## config.mk

```make
export PLATFORM = sky130hd
export DESIGN_NAME = framed_word_receiver_crc8_core
export DESIGN_NICKNAME = d
export VERILOG_FILES = /design/src/hw/rtl/fwrc_pkg.sv /design/src/hw/rtl/framed_word_receiver_crc8_core.sv /design/src/hw/rtl/fwrc_ram.sv /design/src/hw/rtl/fwrc_front.sv /design/src/hw/rtl/fwrc_cmd_fifo.sv /design/src/hw/rtl/fwrc_back.sv
export SDC_FILE = /design/constraint.sdc
export NUM_CORES = 1
export LEC_CHECK = 0
export CORE_ASPECT_RATIO = 1.4
export CORE_MARGIN = 3
export CORE_UTILIZATION = 60
export CTS_CLUSTER_SIZE = 25
export DETAILED_ROUTE_END_ITERATION = 6
export DONT_BUFFER_PORTS = 1
export PLACE_DENSITY = 0.83
export RECOVER_POWER = 100
export SLEW_MARGIN = 40
export SYNTH_ARGS = -nofsm -noshare
export SYNTH_HDL_FRONTEND = slang
export SYNTH_SLANG_ARGS = --single-unit
```

## constraint.sdc

```tcl
create_clock -name clk -period 6.3 [get_ports clk]
set_input_delay 0 -clock clk [delete_from_list [all_inputs] [get_ports clk]]
set_output_delay 0 -clock clk [all_outputs]
set_load 0.05 [all_outputs]
```

## src/hw/rtl/fwrc_pkg.sv

```systemverilog
// shared types, constants and the crc-8 step for the framed word receiver
// no dependencies; imported by every module of the block but fwrc_ram
package fwrc_pkg;

    localparam int MAX_WORDS = 15;
    localparam int WIDX_W    = 4;
    localparam int LEN_W     = 4;
    localparam int ID_W      = 4;
    localparam int WORD_W    = 16;
    localparam int BYTE_W    = 8;
    localparam int COUNT_W   = 6;
    localparam int CFG_IDX_W = 2;

    localparam logic [LEN_W:0] MAX_WORDS_V = (LEN_W + 1)'(MAX_WORDS);

    localparam int RAM_DEPTH = 2 ** (WIDX_W + 1);
    localparam int RAM_AW    = WIDX_W + 1;

    localparam int CMD_DEPTH = 2;
    localparam int CMD_PTR_W = $clog2(CMD_DEPTH);

    localparam logic [BYTE_W-1:0] CRC_POLY       = 8'h31;
    localparam logic [BYTE_W-1:0] START_BYTE_RST = 8'd165;
    localparam logic [BYTE_W-1:0] END_BYTE_RST   = 8'd88;

    localparam logic [CFG_IDX_W-1:0] CFG_START  = 2'd0;
    localparam logic [CFG_IDX_W-1:0] CFG_END    = 2'd1;
    localparam logic [CFG_IDX_W-1:0] CFG_CRC_EN = 2'd2;

    typedef enum logic [1:0] {
        KIND_DATA  = 2'd0,
        KIND_CRC   = 2'd1,
        KIND_END   = 2'd2,
        KIND_EMPTY = 2'd3
    } kind_t;

    typedef enum logic [1:0] {
        PH_WAIT,
        PH_HEADER,
        PH_BODY
    } phase_t;

    typedef enum logic [1:0] {
        BK_IDLE,
        BK_READ,
        BK_WAIT,
        BK_STATUS
    } bstate_t;

    typedef struct packed {
        logic [BYTE_W-1:0] start_byte;
        logic [BYTE_W-1:0] end_byte;
        logic              crc_en;
    } cfg_t;

    typedef struct packed {
        kind_t             kind;
        logic [ID_W-1:0]   id;
        logic [LEN_W-1:0]  len;
        logic              bank;
    } cmd_t;

    typedef struct packed {
        logic valid;
        logic bank;
    } release_t;

    function automatic logic [BYTE_W-1:0] crc8_step(
        input logic [BYTE_W-1:0] crc,
        input logic [BYTE_W-1:0] b
    );
        logic [BYTE_W-1:0] c;
        c = crc ^ b;
        for (int i = 0; i < BYTE_W; i++)
        begin
            if (c[BYTE_W-1])
            begin
                c = {c[BYTE_W-2:0], 1'b0} ^ CRC_POLY;
            end
            else
            begin
                c = {c[BYTE_W-2:0], 1'b0};
            end
        end
        return c;
    endfunction

endpackage

```

## src/hw/rtl/framed_word_receiver_crc8_core.sv

```systemverilog
// top level of the framed word receiver with crc-8 check
// depends on fwrc_pkg, fwrc_front, fwrc_cmd_fifo, fwrc_back and fwrc_ram
//
// input channel: one received byte per word on rx_byte, taken when in_valid
// is high and in_stall low. the parser normally takes a byte every cycle; it
// stalls only at a payload byte while the target buffer bank is still being
// drained, or at the end byte while the command queue (two frames) is full.
// output channel: one result word per handshake on kind, frame_id,
// word_index, data_word and last, taken when out_valid is high and out_stall
// low. a finished frame is registered in the command queue, then popped by
// the back end; a status result follows from its status state, and each data
// word from a read state and a wait state, set by the registered payload read.
// a stalled result holds while the parser keeps taking bytes; the queue holds
// two finished frames behind the one being sent, and payload bytes stall
// once both buffer banks hold words not yet sent.
// configuration: cfg_index selects start byte, end byte or crc enable and
// cfg_data carries the value; cfg_ready is always high.
// reset sets start byte 165, end byte 88, crc check off, and leaves the
// parser waiting for a start byte with no results pending.
module framed_word_receiver_crc8_core
    import fwrc_pkg::*;
(
    input  logic                 clk,
    input  logic                 rst_n,
    input  logic                 in_valid,
    output logic                 in_stall,
    input  logic [BYTE_W-1:0]    rx_byte,
    output logic                 out_valid,
    input  logic                 out_stall,
    output logic [1:0]           kind,
    output logic [ID_W-1:0]      frame_id,
    output logic [WIDX_W-1:0]    word_index,
    output logic [WORD_W-1:0]    data_word,
    output logic                 last,
    input  logic                 cfg_valid,
    output logic                 cfg_ready,
    input  logic [CFG_IDX_W-1:0] cfg_index,
    input  logic [BYTE_W-1:0]    cfg_data
);

    cfg_t                cfg_reg, cfg_next;
    logic                push;
    cmd_t                push_cmd;
    logic                pop;
    cmd_t                head;
    logic                fifo_full;
    logic                fifo_empty;
    release_t            rel;
    logic                ram_wr_en;
    logic [RAM_AW-1:0]   ram_wr_addr;
    logic [WORD_W-1:0]   ram_wr_data;
    logic                ram_rd_en;
    logic [RAM_AW-1:0]   ram_rd_addr;
    logic [WORD_W-1:0]   ram_rd_data;

    assign cfg_ready = 1'b1;

    always_ff @(posedge clk or negedge rst_n)
    begin
        if (!rst_n)
        begin
            cfg_reg <= '{start_byte: START_BYTE_RST, end_byte: END_BYTE_RST, crc_en: 1'b0};
        end
        else
        begin
            cfg_reg <= cfg_next;
        end
    end

    always_comb
    begin
        cfg_next = cfg_reg;
        if (cfg_valid && cfg_ready)
        begin
            unique case (cfg_index)
                CFG_START:  cfg_next.start_byte = cfg_data;
                CFG_END:    cfg_next.end_byte   = cfg_data;
                CFG_CRC_EN: cfg_next.crc_en     = cfg_data[0];
                default:    cfg_next            = cfg_reg;
            endcase
        end
    end

    fwrc_front u_front (
        .clk         (clk),
        .rst_n       (rst_n),
        .cfg         (cfg_reg),
        .in_valid    (in_valid),
        .in_stall    (in_stall),
        .rx_byte     (rx_byte),
        .push        (push),
        .push_cmd    (push_cmd),
        .fifo_full   (fifo_full),
        .rel         (rel),
        .ram_wr_en   (ram_wr_en),
        .ram_wr_addr (ram_wr_addr),
        .ram_wr_data (ram_wr_data)
    );

    fwrc_cmd_fifo u_cmd_fifo (
        .clk      (clk),
        .rst_n    (rst_n),
        .push     (push),
        .push_cmd (push_cmd),
        .pop      (pop),
        .head     (head),
        .full     (fifo_full),
        .empty    (fifo_empty)
    );

    fwrc_ram #(
        .WIDTH (WORD_W),
        .DEPTH (RAM_DEPTH)
    ) u_payload_ram (
        .clk     (clk),
        .wr_en   (ram_wr_en),
        .wr_addr (ram_wr_addr),
        .wr_data (ram_wr_data),
        .rd_en   (ram_rd_en),
        .rd_addr (ram_rd_addr),
        .rd_data (ram_rd_data)
    );

    fwrc_back u_back (
        .clk         (clk),
        .rst_n       (rst_n),
        .fifo_empty  (fifo_empty),
        .head        (head),
        .pop         (pop),
        .ram_rd_en   (ram_rd_en),
        .ram_rd_addr (ram_rd_addr),
        .ram_rd_data (ram_rd_data),
        .rel         (rel),
        .out_valid   (out_valid),
        .out_stall   (out_stall),
        .kind        (kind),
        .frame_id    (frame_id),
        .word_index  (word_index),
        .data_word   (data_word),
        .last        (last)
    );

endmodule

```

## src/hw/rtl/fwrc_ram.sv

```systemverilog
// generic single-write, single-read ram with registered read data
// no dependencies
module fwrc_ram #(
    parameter int WIDTH = 16,
    parameter int DEPTH = 32
) (
    input  logic                     clk,
    input  logic                     wr_en,
    input  logic [$clog2(DEPTH)-1:0] wr_addr,
    input  logic [WIDTH-1:0]         wr_data,
    input  logic                     rd_en,
    input  logic [$clog2(DEPTH)-1:0] rd_addr,
    output logic [WIDTH-1:0]         rd_data
);

    logic [WIDTH-1:0] mem_reg [DEPTH];
    logic [WIDTH-1:0] rd_data_reg;

    always_ff @(posedge clk)
    begin
        if (wr_en)
        begin
            mem_reg[wr_addr] <= wr_data;
        end
        if (rd_en)
        begin
            rd_data_reg <= mem_reg[rd_addr];
        end
    end

    assign rd_data = rd_data_reg;

endmodule

```

## src/hw/rtl/fwrc_front.sv

```systemverilog
// front end: frame parser, crc-8 accumulation and payload buffer writes
// depends on fwrc_pkg; feeds fwrc_cmd_fifo and the payload ram
module fwrc_front
    import fwrc_pkg::*;
(
    input  logic               clk,
    input  logic               rst_n,
    input  cfg_t               cfg,
    input  logic               in_valid,
    output logic               in_stall,
    input  logic [BYTE_W-1:0]  rx_byte,
    output logic               push,
    output cmd_t               push_cmd,
    input  logic               fifo_full,
    input  release_t           rel,
    output logic               ram_wr_en,
    output logic [RAM_AW-1:0]  ram_wr_addr,
    output logic [WORD_W-1:0]  ram_wr_data
);

    phase_t             phase_reg, phase_next;
    logic [COUNT_W-1:0] count_reg, count_next;
    logic [LEN_W-1:0]   len_reg, len_next;
    logic [ID_W-1:0]    id_reg, id_next;
    logic [BYTE_W-1:0]  crc_reg, crc_next;
    logic               match_reg, match_next;
    logic [BYTE_W-1:0]  hi_reg, hi_next;
    logic               bank_reg, bank_next;
    logic [1:0]         busy_reg, busy_next;

    logic [COUNT_W-1:0] data_end;
    logic [COUNT_W-1:0] count_m2;
    logic               in_data;
    logic               at_crc;
    logic               accept;
    kind_t              end_kind;

    always_ff @(posedge clk or negedge rst_n)
    begin
        if (!rst_n)
        begin
            phase_reg <= PH_WAIT;
            count_reg <= '0;
            len_reg   <= '0;
            id_reg    <= '0;
            crc_reg   <= '0;
            match_reg <= 1'b0;
            bank_reg  <= 1'b0;
            busy_reg  <= '0;
        end
        else
        begin
            phase_reg <= phase_next;
            count_reg <= count_next;
            len_reg   <= len_next;
            id_reg    <= id_next;
            crc_reg   <= crc_next;
            match_reg <= match_next;
            bank_reg  <= bank_next;
            busy_reg  <= busy_next;
        end
    end

    always_ff @(posedge clk)
    begin
        hi_reg <= hi_next;
    end

    always_comb
    begin
        data_end = {1'b0, len_reg, 1'b0} + COUNT_W'(2);
        count_m2 = count_reg - COUNT_W'(2);
        in_data  = count_reg < data_end;
        at_crc   = count_reg == data_end;

        in_stall = (phase_reg == PH_BODY)
                   && ((in_data && count_reg[0] && busy_reg[bank_reg])
                       || (!in_data && !at_crc && fifo_full));
        accept = in_valid && !in_stall;

        priority if (rx_byte != cfg.end_byte)
        begin
            end_kind = KIND_END;
        end
        else if (cfg.crc_en && !match_reg)
        begin
            end_kind = KIND_CRC;
        end
        else if (len_reg == '0)
        begin
            end_kind = KIND_EMPTY;
        end
        else
        begin
            end_kind = KIND_DATA;
        end

        phase_next  = phase_reg;
        count_next  = count_reg;
        len_next    = len_reg;
        id_next     = id_reg;
        crc_next    = crc_reg;
        match_next  = match_reg;
        hi_next     = hi_reg;
        bank_next   = bank_reg;
        busy_next   = busy_reg;
        push        = 1'b0;
        push_cmd    = '{kind: end_kind, id: id_reg, len: len_reg, bank: bank_reg};
        ram_wr_en   = 1'b0;
        ram_wr_addr = {bank_reg, count_m2[WIDX_W:1]};
        ram_wr_data = {hi_reg, rx_byte};

        if (rel.valid)
        begin
            busy_next[rel.bank] = 1'b0;
        end

        if (accept)
        begin
            unique case (phase_reg)
                PH_HEADER:
                begin
                    len_next = rx_byte[7:4];
                    id_next  = rx_byte[3:0];
                    if ({1'b0, rx_byte[7:4]} > MAX_WORDS_V)
                    begin
                        phase_next = PH_WAIT;
                        count_next = '0;
                    end
                    else
                    begin
                        phase_next = PH_BODY;
                        crc_next   = crc8_step('0, rx_byte);
                        match_next = 1'b0;
                        count_next = COUNT_W'(2);
                    end
                end
                PH_BODY:
                begin
                    priority if (in_data)
                    begin
                        crc_next   = crc8_step(crc_reg, rx_byte);
                        count_next = count_reg + COUNT_W'(1);
                        if (!count_reg[0])
                        begin
                            hi_next = rx_byte;
                        end
                        else
                        begin
                            ram_wr_en = 1'b1;
                        end
                    end
                    else if (at_crc)
                    begin
                        match_next = rx_byte == crc_reg;
                        count_next = count_reg + COUNT_W'(1);
                    end
                    else
                    begin
                        push       = 1'b1;
                        phase_next = PH_WAIT;
                        count_next = '0;
                        if (end_kind == KIND_DATA)
                        begin
                            busy_next[bank_reg] = 1'b1;
                            bank_next           = ~bank_reg;
                        end
                    end
                end
                default:
                begin
                    if (rx_byte == cfg.start_byte)
                    begin
                        phase_next = PH_HEADER;
                        count_next = COUNT_W'(1);
                        crc_next   = '0;
                        match_next = 1'b0;
                    end
                end
            endcase
        end
    end

    assert property (@(posedge clk) disable iff (!rst_n)
        push && push_cmd.kind == KIND_DATA |-> !busy_reg[bank_reg])
        else $error("frame handed over on a bank still being drained");

    assert property (@(posedge clk) disable iff (!rst_n)
        ram_wr_en |-> !busy_reg[bank_reg] && phase_reg == PH_BODY)
        else $error("payload write into a bank owned by the back end");

endmodule

```

## src/hw/rtl/fwrc_cmd_fifo.sv

```systemverilog
// short queue of frame commands between the parser and the result sequencer
// depends on fwrc_pkg
module fwrc_cmd_fifo
    import fwrc_pkg::*;
(
    input  logic clk,
    input  logic rst_n,
    input  logic push,
    input  cmd_t push_cmd,
    input  logic pop,
    output cmd_t head,
    output logic full,
    output logic empty
);

    cmd_t                 entry_reg [CMD_DEPTH];
    logic [CMD_PTR_W-1:0] wr_ptr_reg, wr_ptr_next;
    logic [CMD_PTR_W-1:0] rd_ptr_reg, rd_ptr_next;
    logic [CMD_PTR_W:0]   cnt_reg, cnt_next;

    always_ff @(posedge clk or negedge rst_n)
    begin
        if (!rst_n)
        begin
            wr_ptr_reg <= '0;
            rd_ptr_reg <= '0;
            cnt_reg    <= '0;
        end
        else
        begin
            wr_ptr_reg <= wr_ptr_next;
            rd_ptr_reg <= rd_ptr_next;
            cnt_reg    <= cnt_next;
        end
    end

    always_ff @(posedge clk)
    begin
        if (push)
        begin
            entry_reg[wr_ptr_reg] <= push_cmd;
        end
    end

    always_comb
    begin
        full        = cnt_reg == (CMD_PTR_W + 1)'(CMD_DEPTH);
        empty       = cnt_reg == '0;
        head        = entry_reg[rd_ptr_reg];
        wr_ptr_next = push ? wr_ptr_reg + CMD_PTR_W'(1) : wr_ptr_reg;
        rd_ptr_next = pop ? rd_ptr_reg + CMD_PTR_W'(1) : rd_ptr_reg;
        cnt_next    = cnt_reg + (CMD_PTR_W + 1)'(push) - (CMD_PTR_W + 1)'(pop);
    end

    assert property (@(posedge clk) disable iff (!rst_n) push |-> !full)
        else $error("command pushed into a full queue");

    assert property (@(posedge clk) disable iff (!rst_n) pop |-> !empty)
        else $error("command popped from an empty queue");

endmodule

```

## src/hw/rtl/fwrc_back.sv

```systemverilog
// back end: turns frame commands into result words, reading the payload ram
// depends on fwrc_pkg; fed by fwrc_cmd_fifo
module fwrc_back
    import fwrc_pkg::*;
(
    input  logic               clk,
    input  logic               rst_n,
    input  logic               fifo_empty,
    input  cmd_t               head,
    output logic               pop,
    output logic               ram_rd_en,
    output logic [RAM_AW-1:0]  ram_rd_addr,
    input  logic [WORD_W-1:0]  ram_rd_data,
    output release_t           rel,
    output logic               out_valid,
    input  logic               out_stall,
    output logic [1:0]         kind,
    output logic [ID_W-1:0]    frame_id,
    output logic [WIDX_W-1:0]  word_index,
    output logic [WORD_W-1:0]  data_word,
    output logic               last
);

    bstate_t             state_reg, state_next;
    cmd_t                cmd_reg, cmd_next;
    logic [WIDX_W-1:0]   idx_reg, idx_next;
    logic                out_valid_reg, out_valid_next;
    kind_t               kind_reg, kind_next;
    logic [ID_W-1:0]     id_reg, id_next;
    logic [WIDX_W-1:0]   windex_reg, windex_next;
    logic [WORD_W-1:0]   word_reg, word_next;
    logic                last_reg, last_next;
    logic                slot_free;
    logic                is_last;

    always_ff @(posedge clk or negedge rst_n)
    begin
        if (!rst_n)
        begin
            state_reg     <= BK_IDLE;
            out_valid_reg <= 1'b0;
        end
        else
        begin
            state_reg     <= state_next;
            out_valid_reg <= out_valid_next;
        end
    end

    always_ff @(posedge clk)
    begin
        cmd_reg    <= cmd_next;
        idx_reg    <= idx_next;
        kind_reg   <= kind_next;
        id_reg     <= id_next;
        windex_reg <= windex_next;
        word_reg   <= word_next;
        last_reg   <= last_next;
    end

    always_comb
    begin
        slot_free   = !out_valid_reg || !out_stall;
        is_last     = idx_reg == (cmd_reg.len - LEN_W'(1));
        ram_rd_addr = {cmd_reg.bank, idx_reg};

        state_next     = state_reg;
        cmd_next       = cmd_reg;
        idx_next       = idx_reg;
        out_valid_next = out_valid_reg && out_stall;
        kind_next      = kind_reg;
        id_next        = id_reg;
        windex_next    = windex_reg;
        word_next      = word_reg;
        last_next      = last_reg;
        pop            = 1'b0;
        ram_rd_en      = 1'b0;
        rel            = '{valid: 1'b0, bank: cmd_reg.bank};

        unique case (state_reg)
            BK_IDLE:
            begin
                if (!fifo_empty)
                begin
                    pop        = 1'b1;
                    cmd_next   = head;
                    idx_next   = '0;
                    state_next = (head.kind == KIND_DATA) ? BK_READ : BK_STATUS;
                end
            end
            BK_READ:
            begin
                ram_rd_en  = 1'b1;
                state_next = BK_WAIT;
            end
            BK_WAIT:
            begin
                if (slot_free)
                begin
                    out_valid_next = 1'b1;
                    kind_next      = KIND_DATA;
                    id_next        = cmd_reg.id;
                    windex_next    = idx_reg;
                    word_next      = ram_rd_data;
                    last_next      = is_last;
                    if (is_last)
                    begin
                        rel.valid  = 1'b1;
                        state_next = BK_IDLE;
                    end
                    else
                    begin
                        idx_next   = idx_reg + WIDX_W'(1);
                        state_next = BK_READ;
                    end
                end
            end
            BK_STATUS:
            begin
                if (slot_free)
                begin
                    out_valid_next = 1'b1;
                    kind_next      = cmd_reg.kind;
                    id_next        = cmd_reg.id;
                    windex_next    = '0;
                    word_next      = '0;
                    last_next      = 1'b1;
                    state_next     = BK_IDLE;
                end
            end
            default:
            begin
                state_next = BK_IDLE;
            end
        endcase
    end

    assign out_valid  = out_valid_reg;
    assign kind       = kind_reg;
    assign frame_id   = id_reg;
    assign word_index = windex_reg;
    assign data_word  = word_reg;
    assign last       = last_reg;

    assert property (@(posedge clk) disable iff (!rst_n)
        out_valid_reg && kind_reg != KIND_DATA |-> last_reg && word_reg == '0)
        else $error("status result without last or with a nonzero word");

    assert property (@(posedge clk) disable iff (!rst_n)
        rel.valid |-> state_reg == BK_WAIT && slot_free)
        else $error("bank released before its last word was loaded");

endmodule

```

==> metrics.md <==
| Metric | Value |
|---|---|
| Sequential cell area | 0.0193 mm2 |
| Footprint of the multi-input gates | 0.00646 mm2 |
| First-pass GRT wire length | 94400 um |
| M1 GR Usage | 35.5% |
| Synth-to-layout area growth | 10.3% |
| Top-count cell post-synth | edfxtp_1 |
| Synthesized area per cell | 17.8 um2 |
| Core Area | 0.0431 mm2 |
| Maximum vdd ir drop | 262 uV |
| Post-synth top area share | 68.6% |
| Largest net degree at the start of global routing | 64 |
| Max reg flops | 512 |
| Slew Limit Fails | 523 |
| Design area | 0.0290 mm2 |
| TritonCTS clock tree | yes |
| Power per Cell Area | 437 mW/mm2 |
| Filler cells | 2613 |
| Post-Syn Nets | 1514 |
| GRT Max-Usage Layer | met2 |
| DR WL/cell | 30.0 um |
| Post-synthesis sequential area ratio | 73.6% |
| Most used DFF post-synth | edfxtp_1 |
| Leakage | 9.46 nW |
| NumNets Final | 1578 |
| Layout cells sized above 1 | 14.1% |
| Flip-flop and latch count after synthesis | 652 |
| Status | complete, but fails checks |
| Dpl hpwl | 37600 um |
| Ports | 53 |
| Worst Skew | 0.0352 ns |
| Initial antenna violation count | 1 |
| Post-synth cell types | 60 |
| Crit Path Category | flip-flop to flip-flop |
| Root Driver | clkbuf_16 |
| Max H-tree Level | 2 |
| Die area | 0.0463 mm2 |
| Initial Util | 60.9% |
| Critical Path RT | 6.61 ns |
| RSZ-0062 raised after global routing | false |
| Type of the worst min-delay path | input port to flip-flop |
| Synth top area cells | edfxtp_1, mux4_2, dfrtp_1 |
| Maximum clock rate | 0.217 GHz |
| Most used cell, CP | clkbuf_1 |
| Die width | 183 um |
| Max-Cap Viols | 14 |
| Placed inst area | 0.0271 mm2 |
| Grt ovf | 0 |
| IO buf count | 0 |
| Detailed Routing Iterations Pass 1 | 7 |
| Vias in the first global route | 14496 |
| Slew margin rel. | -74.0% |
| Clk slew on worst S/H paths | 0.07 ns |
| Commonest cells in the netlist | edfxtp_1, mux2i_1, nand2_1 |
| GRT met2 Usage | 46.4% |
| Post-route ant nets | 0 |
| Fin crit share | 73.0% |
| CP arrival | 4.91 ns |
| Crit path time final | 4.60 ns |
| Setup_tns | 0 ns |
| DRT Wirelength | 64100 um |
| EDFF count, synth | 600 |
| DRC Markers | 3 |
| Die height | 254 um |
| Yosys top cell by area | edfxtp_1 |
| Met3 Usage GRT | 4.91% |
| Mapped Cells | 1477 |
| Netlist Area Pre-Place | 0.0263 mm2 |
| Failing checks | design-rule violations, max-capacitance violations, max-slew violations |
| Worst setup SP type | flip-flop |
| Largest stage delay on the critical path | 1.49 ns |
| Starting DRT DRC Count | 2311 |
| Critical Path Fanout Max | 37 |
| Clock Sinks | 652 |
| Async SR Flop Fraction | 7.98% |
| Via/cell ratio | 6.77 |
| Setup Viol. Count Final | 0 |
| CTS buffer count | 55 |
| CP max-delay cell | clkbuf_1 |
| Num rows | 90 |
| Clock Path Buffers | 3 |
| Endpoints failing hold | 0 |
| Syn. warnings | 0 |
| Clock Latency Late Sink | 0.62 ns |
| CP Cell Sequence | clkbuf_1, clkbuf_1, buf_12, mux4_2, nor3_1, o31a_1, a31oi_1 |
| Least-Margin Pin Slew | 2.61 ns |
| CP Capture Type | flip-flop |
| GP Congestion | 0.960 |
| GRT Util Overall | 27.7% |
| DR vias | 14473 |
==> final timing paths <==
check	startpoint	cells after the start	slack, ns	to
min reg2reg	u_back.cmd_reg[7]	0	0.43	u_back.frame_id[2]
max	u_back.idx_reg[1]	7	1.70	u_payload_ram.rd_data[6]
min in group asynchronous	rst_n	2	0.22	cfg_reg[11]
max in group asynchronous	rst_n	3	3.57	cfg_reg[10]
max reg2reg	u_back.idx_reg[1]	7	1.70	u_payload_ram.rd_data[6]
min	cfg_data[5]	2	0.13	cfg_reg[14]
==> power by group <==
| group | leakage, nW | total [mW] | switching, mW | internal (mW) |
|---|---|---|---|---|
| Clock | 0.873 | 3.41 | 1.53 | 1.89 |
| Sequential | 6.07 | 5.67 | 0.506 | 5.17 |
| Combinational | 2.52 | 3.57 | 2.19 | 1.38 |
==> cells by family (layout without fill, tap and decap cells) <==
logic type / Yosys count / count (layout) / synth area share [%]
AO/OA/AOI/OAI: 151 / 151 / 4.39
flip-flops: 652 / 652 / 73.6
AND/OR/NAND/NOR: 273 / 273 / 5.05
other: 1 / 3 / 0.0143
adder cells (fa/ha/maj): 14 / 14 / 0.667
buffers and inverters: 106 / 214 / 1.78
multiplexers: 217 / 217 / 12.3
XOR/XNOR: 63 / 63 / 2.22
==> placed cells by master (no fill, tap or decap), drive strengths merged, types with 4 or more instances in the layout <==
cell type,netlist,final
xor2,29,29
mux4,80,80
bufinv,0,6
inv,18,19
ha,14,14
nor4,11,11
xnor2,32,32
mux2,39,39
nor3b,4,4
nand3b,5,5
o31a,16,16
and2,23,23
edfxtp,600,600
and3,4,4
clkbuf,50,128
o221ai,48,48
or2,4,4
nand2,88,88
buf,38,10
a211oi,7,7
nand3,29,29
dlygate4sd3,0,29
a21oi,7,7
o21ai,13,13
o22ai,17,17
clkinv,0,19
nand4,7,7
o31ai,6,6
nand2b,5,5
o41ai,6,6
nor2,50,50
dfrtp,45,45
or3,7,7
dfstp,7,7
nor3,30,30
a31oi,16,16
mux2i,98,98
==> layout make-up <==
class | count | area share [%]
clock buffer | 72 | 5.04
inverter | 18 | 0.233
sequential | 652 | 66.7
timing repair buffer | 95 | 2.14
multi-input combinational | 719 | 22.3
antenna | 2 | 0.0173
tap | 552 | 2.38
clock inverter | 29 | 1.14
==> per-stage QoR <==
step	util [%]	worst slack, ns	total power [mW]	instances	hold slack (ns)
floorplan	-	1.97	8.12	1477	-0.296
global placement	62.6	2.74	9.01	1989	-0.294
detailed placement	62.9	2.50	9.14	1997	-0.293
CTS	68.3	2.46	12.6	2137	0.0126
global route	67.2	1.44	13.0	2139	0.142
finish	67.2	1.70	12.7	2139	0.130
==> per-layer routing <==
layer  part of all wire [%]  wire length [um]
met1                     34             21900
met2                     50             31900
met3                    9.1              5820
met4                    7.1              4540
met5                      0                 0
==> worst max-delay path, delay by kind of cell (launching register included) <==
kind | cells | cell delay [ns]
buffers and inverters | 3 | 2.82
flip-flops | 1 | 0.39
multiplexers | 1 | 0.39
AND/OR/NAND/NOR | 1 | 0.39
AO/OA/AOI/OAI | 2 | 0.26
==> timing repair <==
action / CTS / global route
gates resized for setup: 0 / 0
hold buffers: 39 / 0
hold endpoints to repair: 370 / 0
setup buffers: 0 / 0
No activity file was read; power rests on OpenSTA's default activity.
